$ cat src/ides_pkg.sv
// ----------------------------------------------------------------------------
// ides_pkg
// Types and constants shared by the icon directory entry selector: beat
// payloads, parse phases, status codes, register indexes and entry layout.
// ----------------------------------------------------------------------------
package ides_pkg;

    typedef struct packed {
        logic [7:0] data_byte;
        logic       last_byte;
    } item_t;

    typedef struct packed {
        logic [1:0]  status;
        logic        image_is_png;
        logic [31:0] image_offset;
        logic [8:0]  icon_width;
        logic [8:0]  icon_height;
        logic [15:0] bit_depth;
    } result_t;

    typedef enum logic [2:0] {
        PH_HEADER  = 3'd0,
        PH_ENTRIES = 3'd1,
        PH_SKIP    = 3'd2,
        PH_MAGIC   = 3'd3,
        PH_DONE    = 3'd4
    } phase_t;

    localparam logic [1:0] STATUS_FOUND      = 2'd0;
    localparam logic [1:0] STATUS_BAD_HEADER = 2'd1;
    localparam logic [1:0] STATUS_BAD_OFFSET = 2'd2;
    localparam logic [1:0] STATUS_EARLY_END  = 2'd3;

    localparam logic [1:0] CFG_PREF_WIDTH  = 2'd0;
    localparam logic [1:0] CFG_PREF_HEIGHT = 2'd1;

    localparam logic [15:0] TYPE_ICON   = 16'd1;
    localparam logic [15:0] TYPE_CURSOR = 16'd2;

    // Header is 6 bytes; the type word starts at byte 2, the count at byte 4.
    localparam logic [31:0] HEADER_LAST = 32'd5;
    localparam logic [3:0]  HEADER_LEN  = 4'd6;

    // Byte slots inside one 16-byte directory entry.
    localparam logic [3:0] EF_WIDTH    = 4'd0;
    localparam logic [3:0] EF_HEIGHT   = 4'd1;
    localparam logic [3:0] EF_COLOURS  = 4'd2;
    localparam logic [3:0] EF_DEPTH_LO = 4'd6;
    localparam logic [3:0] EF_DEPTH_HI = 4'd7;
    localparam logic [3:0] EF_LAST     = 4'd15;

    localparam logic [31:0] MAX_OFFSET = 32'hFFFF_FFFB;
    localparam logic [1:0]  MAGIC_LAST = 2'd3;

    function automatic logic [7:0] png_magic(input logic [1:0] idx);
        logic [7:0] b;
        case (idx)
            2'd0:    b = 8'h89;
            2'd1:    b = 8'h50;
            2'd2:    b = 8'h4E;
            default: b = 8'h47;
        endcase
        return b;
    endfunction

endpackage

$ cat src/icon_directory_entry_selector_top.sv
// ----------------------------------------------------------------------------
// icon_directory_entry_selector_top
// Parses an icon or cursor file byte stream, keeps the best directory entry,
// checks its offset and tests the image for the PNG signature.
// ----------------------------------------------------------------------------
// Throughput: one byte per cycle; the input stalls only while a result beat
// is held by result_stall.
// A result beat is registered from the byte that completes it.
// All per-byte work is a short step between the byte and the state registers;
// entry areas are formed by a registered 9x9 multiplier ahead of their use.
// Reset (rst_n low, asynchronous) clears the parse state and the preferred
// size registers; the last byte of a file returns the parse state to reset.
module icon_directory_entry_selector_top (
    input  logic                clk,
    input  logic                rst_n,
    input  logic                item_valid,
    output logic                item_stall,
    input  ides_pkg::item_t     item,
    output logic                result_valid,
    input  logic                result_stall,
    output ides_pkg::result_t   result,
    input  logic                cfg_we,
    input  logic [1:0]          cfg_index,
    input  logic [8:0]          cfg_data
);

    // Configuration and derived area.
    logic [8:0]  pref_width_reg;
    logic [8:0]  pref_height_reg;
    logic [17:0] pref_area_reg;

    // Stream state.
    ides_pkg::phase_t phase_reg, phase_next;
    logic [31:0] pos_reg, pos_next;
    logic [15:0] entry_total_reg, entry_total_next;
    logic [15:0] entries_seen_reg, entries_seen_next;
    logic [31:0] field_reg, field_next;
    logic [8:0]  cur_width_reg, cur_width_next;
    logic [8:0]  cur_height_reg, cur_height_next;
    logic [7:0]  cur_colours_reg, cur_colours_next;
    logic [15:0] cur_depth_reg, cur_depth_next;
    logic [17:0] cur_area_reg;
    logic [8:0]  best_width_reg, best_width_next;
    logic [8:0]  best_height_reg, best_height_next;
    logic [15:0] best_depth_reg, best_depth_next;
    logic [31:0] best_offset_reg, best_offset_next;
    logic [17:0] best_area_reg, best_area_next;
    logic        magic_ok_reg, magic_ok_next;

    logic                result_valid_reg;
    ides_pkg::result_t   result_reg, result_next;
    logic                result_hit;

    logic        item_fire;
    logic [7:0]  b;
    logic [31:0] pos_inc;
    logic [3:0]  slot;
    logic [1:0]  lane;

    logic [15:0] hdr_type;
    logic [15:0] hdr_count;
    logic        header_bad;

    logic [7:0]  colours_m1;
    logic [15:0] derived_len;
    logic [15:0] depth_eff;
    logic        same_size;
    logic        has_pref;
    logic        cur_is_pref;
    logic        best_is_pref;
    logic        cur_better;
    logic        take_entry;
    logic [31:0] entry_offset;
    logic [31:0] offset_sel;
    logic [15:0] seen_inc;
    logic        all_seen;
    logic        offset_bad;
    logic        offset_at_end;

    logic [1:0]  magic_idx;
    logic        magic_match;

    assign item_fire    = item_valid && !item_stall;
    assign item_stall   = result_valid_reg && result_stall;
    assign result_valid = result_valid_reg;
    assign result       = result_reg;

    assign b       = item.data_byte;
    assign pos_inc = pos_reg + 32'd1;
    assign slot    = pos_reg[3:0] - ides_pkg::HEADER_LEN;
    assign lane    = (phase_reg == ides_pkg::PH_HEADER) ? (pos_reg[1:0] + 2'd2) : slot[1:0];

    // Header words: type from bytes 2..3, count from byte 4 and this byte.
    assign hdr_type   = field_reg[15:0];
    assign hdr_count  = {b, field_reg[23:16]};
    assign header_bad = ((hdr_type != ides_pkg::TYPE_ICON) &&
                         (hdr_type != ides_pkg::TYPE_CURSOR)) || (hdr_count == 16'd0);

    // A zero bit count with a nonzero colour count is replaced by the bit length of (colours - 1).
    assign colours_m1 = cur_colours_reg - 8'd1;
    always_comb
    begin
        derived_len = 16'd0;
        for (int i = 0; i < 8; i++)
        begin
            if (colours_m1[i])
            begin
                derived_len = 16'(i + 1);
            end
        end
    end
    assign depth_eff = ((cur_depth_reg == 16'd0) && (cur_colours_reg != 8'd0)) ?
                       derived_len : cur_depth_reg;

    assign same_size    = (cur_width_reg == best_width_reg) &&
                          (cur_height_reg == best_height_reg);
    assign has_pref     = (pref_width_reg != 9'd0) && (pref_height_reg != 9'd0);
    assign cur_is_pref  = (cur_width_reg == pref_width_reg) &&
                          (cur_height_reg == pref_height_reg);
    assign best_is_pref = (best_width_reg == pref_width_reg) &&
                          (best_height_reg == pref_height_reg);

    always_comb
    begin
        if (!same_size && has_pref && cur_is_pref)
        begin
            cur_better = 1'b1;
        end
        else if (!same_size && has_pref && best_is_pref)
        begin
            cur_better = 1'b0;
        end
        else if (!same_size && has_pref && (cur_area_reg != best_area_reg))
        begin
            cur_better = (cur_area_reg < best_area_reg) && (cur_area_reg >= pref_area_reg);
        end
        else if (cur_area_reg != best_area_reg)
        begin
            cur_better = cur_area_reg > best_area_reg;
        end
        else
        begin
            cur_better = depth_eff > best_depth_reg;
        end
    end

    assign take_entry    = (entries_seen_reg == 16'd0) || cur_better;
    assign entry_offset  = {b, field_reg[23:0]};
    assign offset_sel    = take_entry ? entry_offset : best_offset_reg;
    assign seen_inc      = entries_seen_reg + 16'd1;
    assign all_seen      = seen_inc == entry_total_reg;
    assign offset_bad    = (offset_sel < pos_inc) || (offset_sel > ides_pkg::MAX_OFFSET);
    assign offset_at_end = offset_sel == pos_inc;

    assign magic_idx   = pos_reg[1:0] - best_offset_reg[1:0];
    assign magic_match = b == ides_pkg::png_magic(magic_idx);

    // Phase sequencing.
    always_comb
    begin
        phase_next = phase_reg;
        case (phase_reg)
            ides_pkg::PH_HEADER:
            begin
                if (pos_reg == ides_pkg::HEADER_LAST)
                begin
                    phase_next = header_bad ? ides_pkg::PH_DONE : ides_pkg::PH_ENTRIES;
                end
            end
            ides_pkg::PH_ENTRIES:
            begin
                if ((slot == ides_pkg::EF_LAST) && all_seen)
                begin
                    if (offset_bad)
                    begin
                        phase_next = ides_pkg::PH_DONE;
                    end
                    else if (offset_at_end)
                    begin
                        phase_next = ides_pkg::PH_MAGIC;
                    end
                    else
                    begin
                        phase_next = ides_pkg::PH_SKIP;
                    end
                end
            end
            ides_pkg::PH_SKIP:
            begin
                if (pos_inc == best_offset_reg)
                begin
                    phase_next = ides_pkg::PH_MAGIC;
                end
            end
            ides_pkg::PH_MAGIC:
            begin
                if (magic_idx == ides_pkg::MAGIC_LAST)
                begin
                    phase_next = ides_pkg::PH_DONE;
                end
            end
            default:
            begin
                phase_next = phase_reg;
            end
        endcase
        if (item.last_byte)
        begin
            phase_next = ides_pkg::PH_HEADER;
        end
    end

    // Datapath and result.
    always_comb
    begin
        pos_next          = (phase_reg != ides_pkg::PH_DONE) ? pos_inc : pos_reg;
        entry_total_next  = entry_total_reg;
        entries_seen_next = entries_seen_reg;
        field_next        = field_reg;
        cur_width_next    = cur_width_reg;
        cur_height_next   = cur_height_reg;
        cur_colours_next  = cur_colours_reg;
        cur_depth_next    = cur_depth_reg;
        best_width_next   = best_width_reg;
        best_height_next  = best_height_reg;
        best_depth_next   = best_depth_reg;
        best_offset_next  = best_offset_reg;
        best_area_next    = best_area_reg;
        magic_ok_next     = magic_ok_reg;
        result_hit        = 1'b0;
        result_next       = '0;

        case (phase_reg)
            ides_pkg::PH_HEADER:
            begin
                field_next[8*lane +: 8] = b;
                if ((pos_reg == ides_pkg::HEADER_LAST) && header_bad)
                begin
                    result_hit         = 1'b1;
                    result_next.status = ides_pkg::STATUS_BAD_HEADER;
                end
                else if (pos_reg == ides_pkg::HEADER_LAST)
                begin
                    entry_total_next  = hdr_count;
                    entries_seen_next = 16'd0;
                end
            end
            ides_pkg::PH_ENTRIES:
            begin
                if (slot[3:2] == 2'b11)
                begin
                    field_next[8*lane +: 8] = b;
                end
                if (slot == ides_pkg::EF_WIDTH)
                begin
                    cur_width_next = (b == 8'd0) ? 9'd256 : {1'b0, b};
                end
                if (slot == ides_pkg::EF_HEIGHT)
                begin
                    cur_height_next = (b == 8'd0) ? 9'd256 : {1'b0, b};
                end
                if (slot == ides_pkg::EF_COLOURS)
                begin
                    cur_colours_next = b;
                end
                if (slot == ides_pkg::EF_DEPTH_LO)
                begin
                    cur_depth_next[7:0] = b;
                end
                if (slot == ides_pkg::EF_DEPTH_HI)
                begin
                    cur_depth_next[15:8] = b;
                end
                if (slot == ides_pkg::EF_LAST)
                begin
                    cur_depth_next    = depth_eff;
                    entries_seen_next = seen_inc;
                    if (take_entry)
                    begin
                        best_width_next  = cur_width_reg;
                        best_height_next = cur_height_reg;
                        best_depth_next  = depth_eff;
                        best_offset_next = entry_offset;
                        best_area_next   = cur_area_reg;
                    end
                    if (all_seen && offset_bad)
                    begin
                        result_hit               = 1'b1;
                        result_next.status       = ides_pkg::STATUS_BAD_OFFSET;
                        result_next.image_offset = best_offset_next;
                        result_next.icon_width   = best_width_next;
                        result_next.icon_height  = best_height_next;
                        result_next.bit_depth    = best_depth_next;
                    end
                    else if (all_seen && offset_at_end)
                    begin
                        magic_ok_next = 1'b1;
                    end
                end
            end
            ides_pkg::PH_SKIP:
            begin
                if (pos_inc == best_offset_reg)
                begin
                    magic_ok_next = 1'b1;
                end
            end
            ides_pkg::PH_MAGIC:
            begin
                magic_ok_next = magic_ok_reg && magic_match;
                if (magic_idx == ides_pkg::MAGIC_LAST)
                begin
                    result_hit               = 1'b1;
                    result_next.status       = ides_pkg::STATUS_FOUND;
                    result_next.image_is_png = magic_ok_next;
                    result_next.image_offset = best_offset_reg;
                    result_next.icon_width   = best_width_reg;
                    result_next.icon_height  = best_height_reg;
                    result_next.bit_depth    = best_depth_reg;
                end
            end
            default:
            begin
                pos_next = pos_reg;
            end
        endcase

        // The final byte ends the file: report an early end if nothing was
        // reported yet, then return the stream state, but for the field register, to its reset values.
        if (item.last_byte)
        begin
            if (!result_hit && (phase_reg != ides_pkg::PH_DONE))
            begin
                result_hit         = 1'b1;
                result_next        = '0;
                result_next.status = ides_pkg::STATUS_EARLY_END;
            end
            pos_next          = 32'd0;
            entry_total_next  = 16'd0;
            entries_seen_next = 16'd0;
            cur_width_next    = 9'd0;
            cur_height_next   = 9'd0;
            cur_colours_next  = 8'd0;
            cur_depth_next    = 16'd0;
            best_width_next   = 9'd0;
            best_height_next  = 9'd0;
            best_depth_next   = 16'd0;
            best_offset_next  = 32'd0;
            best_area_next    = 18'd0;
            magic_ok_next     = 1'b1;
        end
    end

    // Configuration registers; the preferred area is registered from them and follows in the next cycle.
    always_ff @(posedge clk or negedge rst_n)
    begin
        if (!rst_n)
        begin
            pref_width_reg  <= 9'd0;
            pref_height_reg <= 9'd0;
            pref_area_reg   <= 18'd0;
        end
        else
        begin
            if (cfg_we && (cfg_index == ides_pkg::CFG_PREF_WIDTH))
            begin
                pref_width_reg <= cfg_data;
            end
            if (cfg_we && (cfg_index == ides_pkg::CFG_PREF_HEIGHT))
            begin
                pref_height_reg <= cfg_data;
            end
            pref_area_reg <= pref_width_reg * pref_height_reg;
        end
    end

    // Area of the entry being read; width and height settle long before use.
    always_ff @(posedge clk or negedge rst_n)
    begin
        if (!rst_n)
        begin
            cur_area_reg <= 18'd0;
        end
        else
        begin
            cur_area_reg <= cur_width_reg * cur_height_reg;
        end
    end

    always_ff @(posedge clk or negedge rst_n)
    begin
        if (!rst_n)
        begin
            phase_reg        <= ides_pkg::PH_HEADER;
            pos_reg          <= 32'd0;
            entry_total_reg  <= 16'd0;
            entries_seen_reg <= 16'd0;
            field_reg        <= 32'd0;
            cur_width_reg    <= 9'd0;
            cur_height_reg   <= 9'd0;
            cur_colours_reg  <= 8'd0;
            cur_depth_reg    <= 16'd0;
            best_width_reg   <= 9'd0;
            best_height_reg  <= 9'd0;
            best_depth_reg   <= 16'd0;
            best_offset_reg  <= 32'd0;
            best_area_reg    <= 18'd0;
            magic_ok_reg     <= 1'b1;
        end
        else if (item_fire)
        begin
            phase_reg        <= phase_next;
            pos_reg          <= pos_next;
            entry_total_reg  <= entry_total_next;
            entries_seen_reg <= entries_seen_next;
            field_reg        <= field_next;
            cur_width_reg    <= cur_width_next;
            cur_height_reg   <= cur_height_next;
            cur_colours_reg  <= cur_colours_next;
            cur_depth_reg    <= cur_depth_next;
            best_width_reg   <= best_width_next;
            best_height_reg  <= best_height_next;
            best_depth_reg   <= best_depth_next;
            best_offset_reg  <= best_offset_next;
            best_area_reg    <= best_area_next;
            magic_ok_reg     <= magic_ok_next;
        end
    end

    // Result beat register.
    always_ff @(posedge clk or negedge rst_n)
    begin
        if (!rst_n)
        begin
            result_valid_reg <= 1'b0;
        end
        else if (item_fire && result_hit)
        begin
            result_valid_reg <= 1'b1;
        end
        else if (!result_stall)
        begin
            result_valid_reg <= 1'b0;
        end
    end

    always_ff @(posedge clk)
    begin
        if (item_fire && result_hit)
        begin
            result_reg <= result_next;
        end
    end

endmodule
$ cat config.mk
export PLATFORM = sky130hd
export DESIGN_NAME = icon_directory_entry_selector_top
export DESIGN_NICKNAME = d
export VERILOG_FILES = /design/src/ides_pkg.sv /design/src/icon_directory_entry_selector_top.sv
export SDC_FILE = /design/constraint.sdc
export NUM_CORES = 1
export LEC_CHECK = 0
export ABC_AREA = 1
export BUFFER_PORTS_ARGS = -buffer_cell sky130_fd_sc_hd__buf_2
export CAP_MARGIN = 40
export CORE_ASPECT_RATIO = 0.75
export CORE_MARGIN = 5
export CORE_UTILIZATION = 60
export DETAILED_ROUTE_END_ITERATION = 8
export HOLD_SLACK_MARGIN = 0.05
export PLACE_DENSITY = 0.74
export SLEW_MARGIN = 20
export SYNTH_ARGS = -nofsm -noshare
export SYNTH_HDL_FRONTEND = slang
export SYNTH_SLANG_ARGS = --single-unit
$ cat constraint.sdc
create_clock -name clk -period 12.37 [get_ports clk]
set_clock_uncertainty 0.05 [all_clocks]
set_input_delay 1.237 -clock clk [delete_from_list [all_inputs] [get_ports clk]]
set_output_delay 1.237 -clock clk [all_outputs]
set_load 0.05 [all_outputs]
* Word level (Yosys, flattened, before mapping)
Index checks and enable logic that the tools add are counted.
W data, S select, Z words.
** Word-level totals
- Register bits :: 350
- Input port bits :: 25
- Output and inout port bits :: 71
- Logic and storage cells :: 252
** Cells by class
- Add/sub/neg operators :: 7
- $mul :: 2
- Magnitude comparators :: 6
- Equal/unequal tests :: 39
- Shift operators :: 2
- Multiplexer cells :: 100
- Reduce and logical (&&, ||, !) cells :: 69
** Operators by type and width (count)
- $mux W16 :: 19
- $mux W32 :: 8
- $mux W69 :: 2
- $mux W9 :: 15
- $mux W66 :: 2
- $pmux W66 S2 :: 1
- $mux W18 :: 4
- $mux W67 :: 1
- $eq A32 B32 Y1 :: 2
- $pmux W32 S2 :: 1
- $eq A9 B9 Y1 :: 6
- $logic_not A16 Y1 :: 3
- $mux W8 :: 5
- $mul A9 B9 Y18 :: 2
- $neg A5 Y34 :: 1
- $shift A8 B34 Y32 const A :: 1
- $shiftx A8 B34 Y32 :: 1
- $add A32 B1 Y32 const B :: 1
- $bwmux W32 :: 1
- $eq A32 B3 Y1 const B :: 1
- $gt A32 B32 Y1 const B :: 1
- $lt A32 B32 Y1 :: 1
- $pmux W16 S2 :: 1
- $mux W3 :: 9
- 50 further kinds :: 136

* Longest topological paths before layout
- Depth in word-level cells :: 29
- Gate-level depth with buffers :: 43
- Depth with buffers taken out :: 40

* Least setup slack after synthesis
No wires, ideal clock.
- Kind :: register -> register
- From :: register cur_colours_reg[0]
- To :: register result_reg (netlist bit result[0]), enable pin
- Library setup time :: 423 ps
- Arrival :: 5957 ps
- Required time :: 11897 ps
- Setup slack :: 5939 ps
- Cell stages (with the launch flop) :: 43
- Buffers on the path :: 4
- Period minus slack after synthesis :: 6431 ps
- Cell sequence :: dfrtp_1 -> inv_1 -> ha_1 -> xnor2_1 -> inv_1 -> o21ai_0 -> a21oi_1 -> or2_2 -> a21oi_1 -> ha_1 -> inv_1 -> nand2_1 -> nand2_1 -> nand2_1 -> nand2_1 -> nand2_1 -> nand2_1 -> nand2_1 -> [... 7 more ...] -> buf_6 -> buf_6 -> clkbuf_1 -> o21ai_0 -> inv_1 -> ha_1 -> a21oi_1 -> nor2_1 -> a211oi_1 -> o221ai_1 -> a21oi_1 -> o21ai_0 -> nand2_2 -> nand3_2 -> buf_6 -> nand3_1 -> nand2_1 -> inv_1
** Between the ends
- Longest elaborated chain between the ends :: 28
- Elaborated cells on any way between the ends :: 31
- Classes of those cells :: add/sub: 1; order compare: 3; mux: 19; reduce/logical: 8
** RTL lines
- start: declaration :: line icon_directory_entry_selector_top.sv:40 : logic [7:0] cur_colours_reg, cur_colours_next;
- start signal: assignment :: line icon_directory_entry_selector_top.sv:419 : cur_colours_reg <= cur_colours_next;
- $sub A8 B1 Y8 :: line icon_directory_entry_selector_top.sv:100 : assign colours_m1 = cur_colours_reg - 8'd1;
- $mux W1 :: line icon_directory_entry_selector_top.sv:106 : if (colours_m1[i])
- $mux W2 (2 in series) :: line icon_directory_entry_selector_top.sv:106
- $mux W3 (2 in series) :: line icon_directory_entry_selector_top.sv:106
- $mux W16 (3 in series) :: line icon_directory_entry_selector_top.sv:106
- $mux W16 (*) :: line icon_directory_entry_selector_top.sv:112 : assign depth_eff = ((cur_depth_reg == 16'd0) && (cur_colours_reg != 8'd0)) ?
- $gt A16 B16 Y1 (*) :: line icon_directory_entry_selector_top.sv:143 : cur_better = depth_eff > best_depth_reg;
- $mux W1 (*) :: line icon_directory_entry_selector_top.sv:137 : else if (cur_area_reg != best_area_reg)
- [... 8 more ...]
- $mux W1 (*) :: line icon_directory_entry_selector_top.sv:286 : if (all_seen && offset_bad)
- $mux W1 (*) :: line icon_directory_entry_selector_top.sv:274 : if (slot == ides_pkg::EF_LAST)
- $pmux W1 S3 (*) :: line icon_directory_entry_selector_top.sv:233 : case (phase_reg)
- $logic_not A1 Y1 :: line icon_directory_entry_selector_top.sv:332 : if (!result_hit && (phase_reg != ides_pkg::PH_DONE))
- $logic_and A1 B1 Y1 :: line icon_directory_entry_selector_top.sv:332
- $mux W1 :: line icon_directory_entry_selector_top.sv:332
- $mux W1 (*) :: line icon_directory_entry_selector_top.sv:330 : if (item.last_byte)
- $logic_and A1 B1 Y1 (*) :: line icon_directory_entry_selector_top.sv:449 : if (item_fire && result_hit)
- end signal: assignment :: line icon_directory_entry_selector_top.sv:451 : result_reg <= result_next;
- end: declaration :: line icon_directory_entry_selector_top.sv:51 : ides_pkg::result_t result_reg, result_next;
Mark *: on every way between the ends. The rest lies on a longest branch, timed or not.
A chain may end at the register's enable or synchronous reset.

* Worst setup path in the final report
- From :: register cur_depth_reg[4]
- To :: register result_reg (netlist bit result[28]), enable pin
** Between the ends
- Longest elaborated chain between the ends :: 21
- Elaborated cells on any way between the ends :: 22
- Classes of those cells :: order compare: 3; mux: 11; reduce/logical: 8
** RTL lines
- start: declaration :: line icon_directory_entry_selector_top.sv:41 : logic [15:0] cur_depth_reg, cur_depth_next;
- start signal: assignment :: line icon_directory_entry_selector_top.sv:420 : cur_depth_reg <= cur_depth_next;
- $logic_not A16 Y1 :: line icon_directory_entry_selector_top.sv:112
- $logic_and A1 B1 Y1 :: line icon_directory_entry_selector_top.sv:112
- $mux W16 (*) :: line icon_directory_entry_selector_top.sv:112
- $gt A16 B16 Y1 (*) :: line icon_directory_entry_selector_top.sv:143
- $mux W1 (*) :: line icon_directory_entry_selector_top.sv:137
- $mux W1 (*) :: line icon_directory_entry_selector_top.sv:133 : else if (!same_size && has_pref && (cur_area_reg != best_area_reg))
- $mux W1 (*) :: line icon_directory_entry_selector_top.sv:129 : else if (!same_size && has_pref && best_is_pref)
- $mux W1 (*) :: line icon_directory_entry_selector_top.sv:125 : if (!same_size && has_pref && cur_is_pref)
- [... 5 more ...]
- $mux W1 (*) :: line icon_directory_entry_selector_top.sv:286
- $mux W1 (*) :: line icon_directory_entry_selector_top.sv:274
- $pmux W1 S3 (*) :: line icon_directory_entry_selector_top.sv:233
- $logic_not A1 Y1 :: line icon_directory_entry_selector_top.sv:332
- $logic_and A1 B1 Y1 :: line icon_directory_entry_selector_top.sv:332
- $mux W1 :: line icon_directory_entry_selector_top.sv:332
- $mux W1 (*) :: line icon_directory_entry_selector_top.sv:330
- $logic_and A1 B1 Y1 (*) :: line icon_directory_entry_selector_top.sv:449
Marks and branches as above.

==> metrics.md <==
| Metric | Value |
|---|---|
| Area Growth Syn to Fin | `9.16%` |
| Setup crit end kind | `flop` |
| Max FFs per register | `69` |
| Combinational Power Share | `40.6%` |
| Psw | `1.97 mW` |
| Nets | `3320` |
| Die height | `184 um` |
| Antenna viol nets, final | `0` |
| # DRC | `0` |
| Clock buffer depth | `3` |
| Leak | `13.3 nW` |
| Req. time, crit path | `12.52 ns` |
| CP most frequent cell | `nand2_1` |
| Yosys cell types | `50` |
| Synthesis Warnings | `0` |
| Hold crit path type | `flop to flop` |
| Ys flop type | `dfrtp_1` |
| Dpl cells | `3490` |
| Relative slew slack | `41.6%` |
| Syn Nets | `3274` |
| WL final | `75.2 mm` |
| Fin crit period | `7.73 ns` |
| CORE AREA | `39700 um2` |
| CTS Hold Buffers Added | `0` |
| Worst path max stage delay | `0.53 ns` |
| Layout cell share with drive strength beyond 1 | `7.85%` |
| Initial Util | `61.0%` |
| Clock network fraction of total power | `24.5%` |
| Seq pwr share | `34.9%` |
| Post-synth EDFFs | `69` |
| Maximum fanout along the worst path | `66` |
| Min Hold Slack | `0.419 ns` |
| PwrDens | `175 nW/um2` |
| Unrepaired setup endpoints after global routing | `false` |
| Drt pass-1 iters | `8` |
| CTS root buffer | `clkbuf_16` |
| Vias in the first global route | `20500` |
| DP HPWL | `56.6 mm` |
| WP data arrival | `7.88 ns` |
| WS Path Type | `flop to flop` |
| CTS tree | `yes` |
| Status | `finished clean` |
| Post-CTS Resized | `0` |
| Most common cell after layout, fill and taps aside | `nand2_1` |
| Post-DR vias/cell | `5.95` |
| Async S/R FF share, synth | `79.8%` |
| Cell Area, Synth | `24200 um2` |
| H-tree depth | `2` |
| GRT Total Usage | `33.5%` |
| Total grt overflow | `0` |
| Max_cap viols | `0` |
| Detailed-route wire length per cell | `21.1 um` |
| Fillcell total | `3325` |
| Core Util, Final | `66.6%` |
| Synth Register Bits | `342` |
| VDD IR max | `0.110 mV` |
| Setup TNS | `0 ns` |
| Most frequent cells in the layout | `nand2_1, inv_1, dfrtp_1` |
| Crit-path slowest cell | `nor4_1` |
| Largest net degree at the start of global routing | `78` |
| Slew @ Worst Pin | `0.872 ns` |
| First-pass GRT wire length | `118 mm` |
| Gate Count Post-Synth | `2970` |
| Part of the Yosys area used for sequential elements | `36.8%` |
| Area leader, netlist | `dfrtp_1` |
| Net Sw Frac | `42.4%` |
| Hold Fails Final Rpt | `0` |
| RePlAce Congestion | `1.03` |
| CTS buffer count | `38` |
| Slew Limit Fails | `0` |
| Die Wd | `242 um` |
| Row cnt | `63` |
| FMAX | `0.129 GHz` |
| Non-Filler Instances | `3566` |
| IO Pins | `96` |
| Clk sinks | `342` |
| Synth area leaders | `dfrtp_1, nand2_1, ha_1, edfxtp_1, inv_1` |
| Post-synthesis area per instance | `8.16 um2` |
| Die area | `44500 um2` |
| CP startpoint kind | `flop` |
| Via count | `21200` |
| Post-CTS setup buffers | `0` |
| Top-area cell type share of the netlist area | `28.1%` |
| Initial antenna violation count | `5` |
| Worst-Skew Late Latency | `0.55 ns` |
| Crit share post-route | `62.5%` |
| Internal | `2.67 mW` |
| Port buffer count | `95` |
| Finish-stage setup viols | `0` |
| DR iter-0 viols | `2640` |
| CTS clk-pin slew, worst paths | `0.06 ns` |
==> power groups by stage <==
stage,sequential [mW],clock [mW],combinational [mW]
final,1.62,1.14,1.88
after global routing,1.64,1.19,2.12
after CTS,1.60,1.15,1.85
after detailed placement,1.62,0,1.83
after global placement,1.62,0,1.77
after floorplan,1.55,0,1.34
==> per-stage QoR <==
step	setup WS (ns)	area, um2	total power, mW
after global placement	4.84	25000	3.38
after floorplan	5.94	24200	2.89
after detailed placement	4.83	25100	3.46
final	4.64	26400	4.64
after CTS	4.80	26300	4.60
after global routing	4.05	26400	4.95
==> cell type report <==
class                   instances  area (um2)  area share (%)
clock buffers                  50        1070            4.04
inverters                     561        2110            7.97
flip-flops and latches        342        8900            33.7
repair buffers                126         847            3.20
multi-input cells            1947       12700            48.1
clock inverters                19         156           0.591
well taps                     520         651            2.46
diodes                          1        2.50         0.00946
==> worst max-delay path, delay by kind of cell (launching register included) <==
kind                       cells  cell delay, ns
AOI/OAI and AO/OA              2            0.64
buffers and inverters          8            1.95
DFF                            1            0.40
adders and majority gates      2            0.62
and+or+nand+nor               25            3.61
==> per-layer routing <==
metal | GRT usage [%] | wire [um]
met2 | 45.1 | 29000
met3 | 10.3 | 10300
met5 | 0 | 40
met4 | 6.87 | 1550
met1 | 52.9 | 34300
==> path summary, 6_finish.rpt <==
| path | from | endpoint | slack, ns | depth (start not counted) |
|---|---|---|---|---|
| worst max-delay path | cur_depth_reg[4] | result[28] | 4.64 | 37 |
| worst min-delay path | magic_ok_reg | magic_ok_reg | 0.42 | 2 |
| max in group asynchronous | rst_n | cur_width_reg[1] | 9.86 | 5 |
| worst max register to register | cur_depth_reg[4] | result[28] | 4.64 | 37 |
| min in group asynchronous | rst_n | best_area_reg[11] | 0.60 | 1 |
| worst min register to register | magic_ok_reg | magic_ok_reg | 0.42 | 2 |
==> kinds of logic after synthesis <==
| kind of cell | share of synthesized area [%] |
|---|---|
| and+or+nand+nor | 18.8 |
| buffers and inverters | 11.0 |
| AOI/OAI and AO/OA | 11.1 |
| DFF | 36.8 |
| adders and majority gates | 17.5 |
| xor gates and xnor gates | 4.55 |
| muxes | 0.325 |
==> cells in the mapped netlist, drive strengths merged, types with 3 or more instances <==
cell type  count
nor4          17
nor3          49
fa           100
a211oi         5
nand3        127
o21ai        176
nand2        642
edfxtp        69
clkbuf        86
a21oi         64
inv          561
nand4         54
or2            6
o32ai          4
nand3b         6
a21o           4
o22ai        180
xnor2         22
nor2         168
o21bai         5
and2           3
xor2         104
mux2           7
o221ai         7
buf           34
ha           179
dfrtp        272
o41ai          4
No activity file was read; power rests on OpenSTA's default activity.
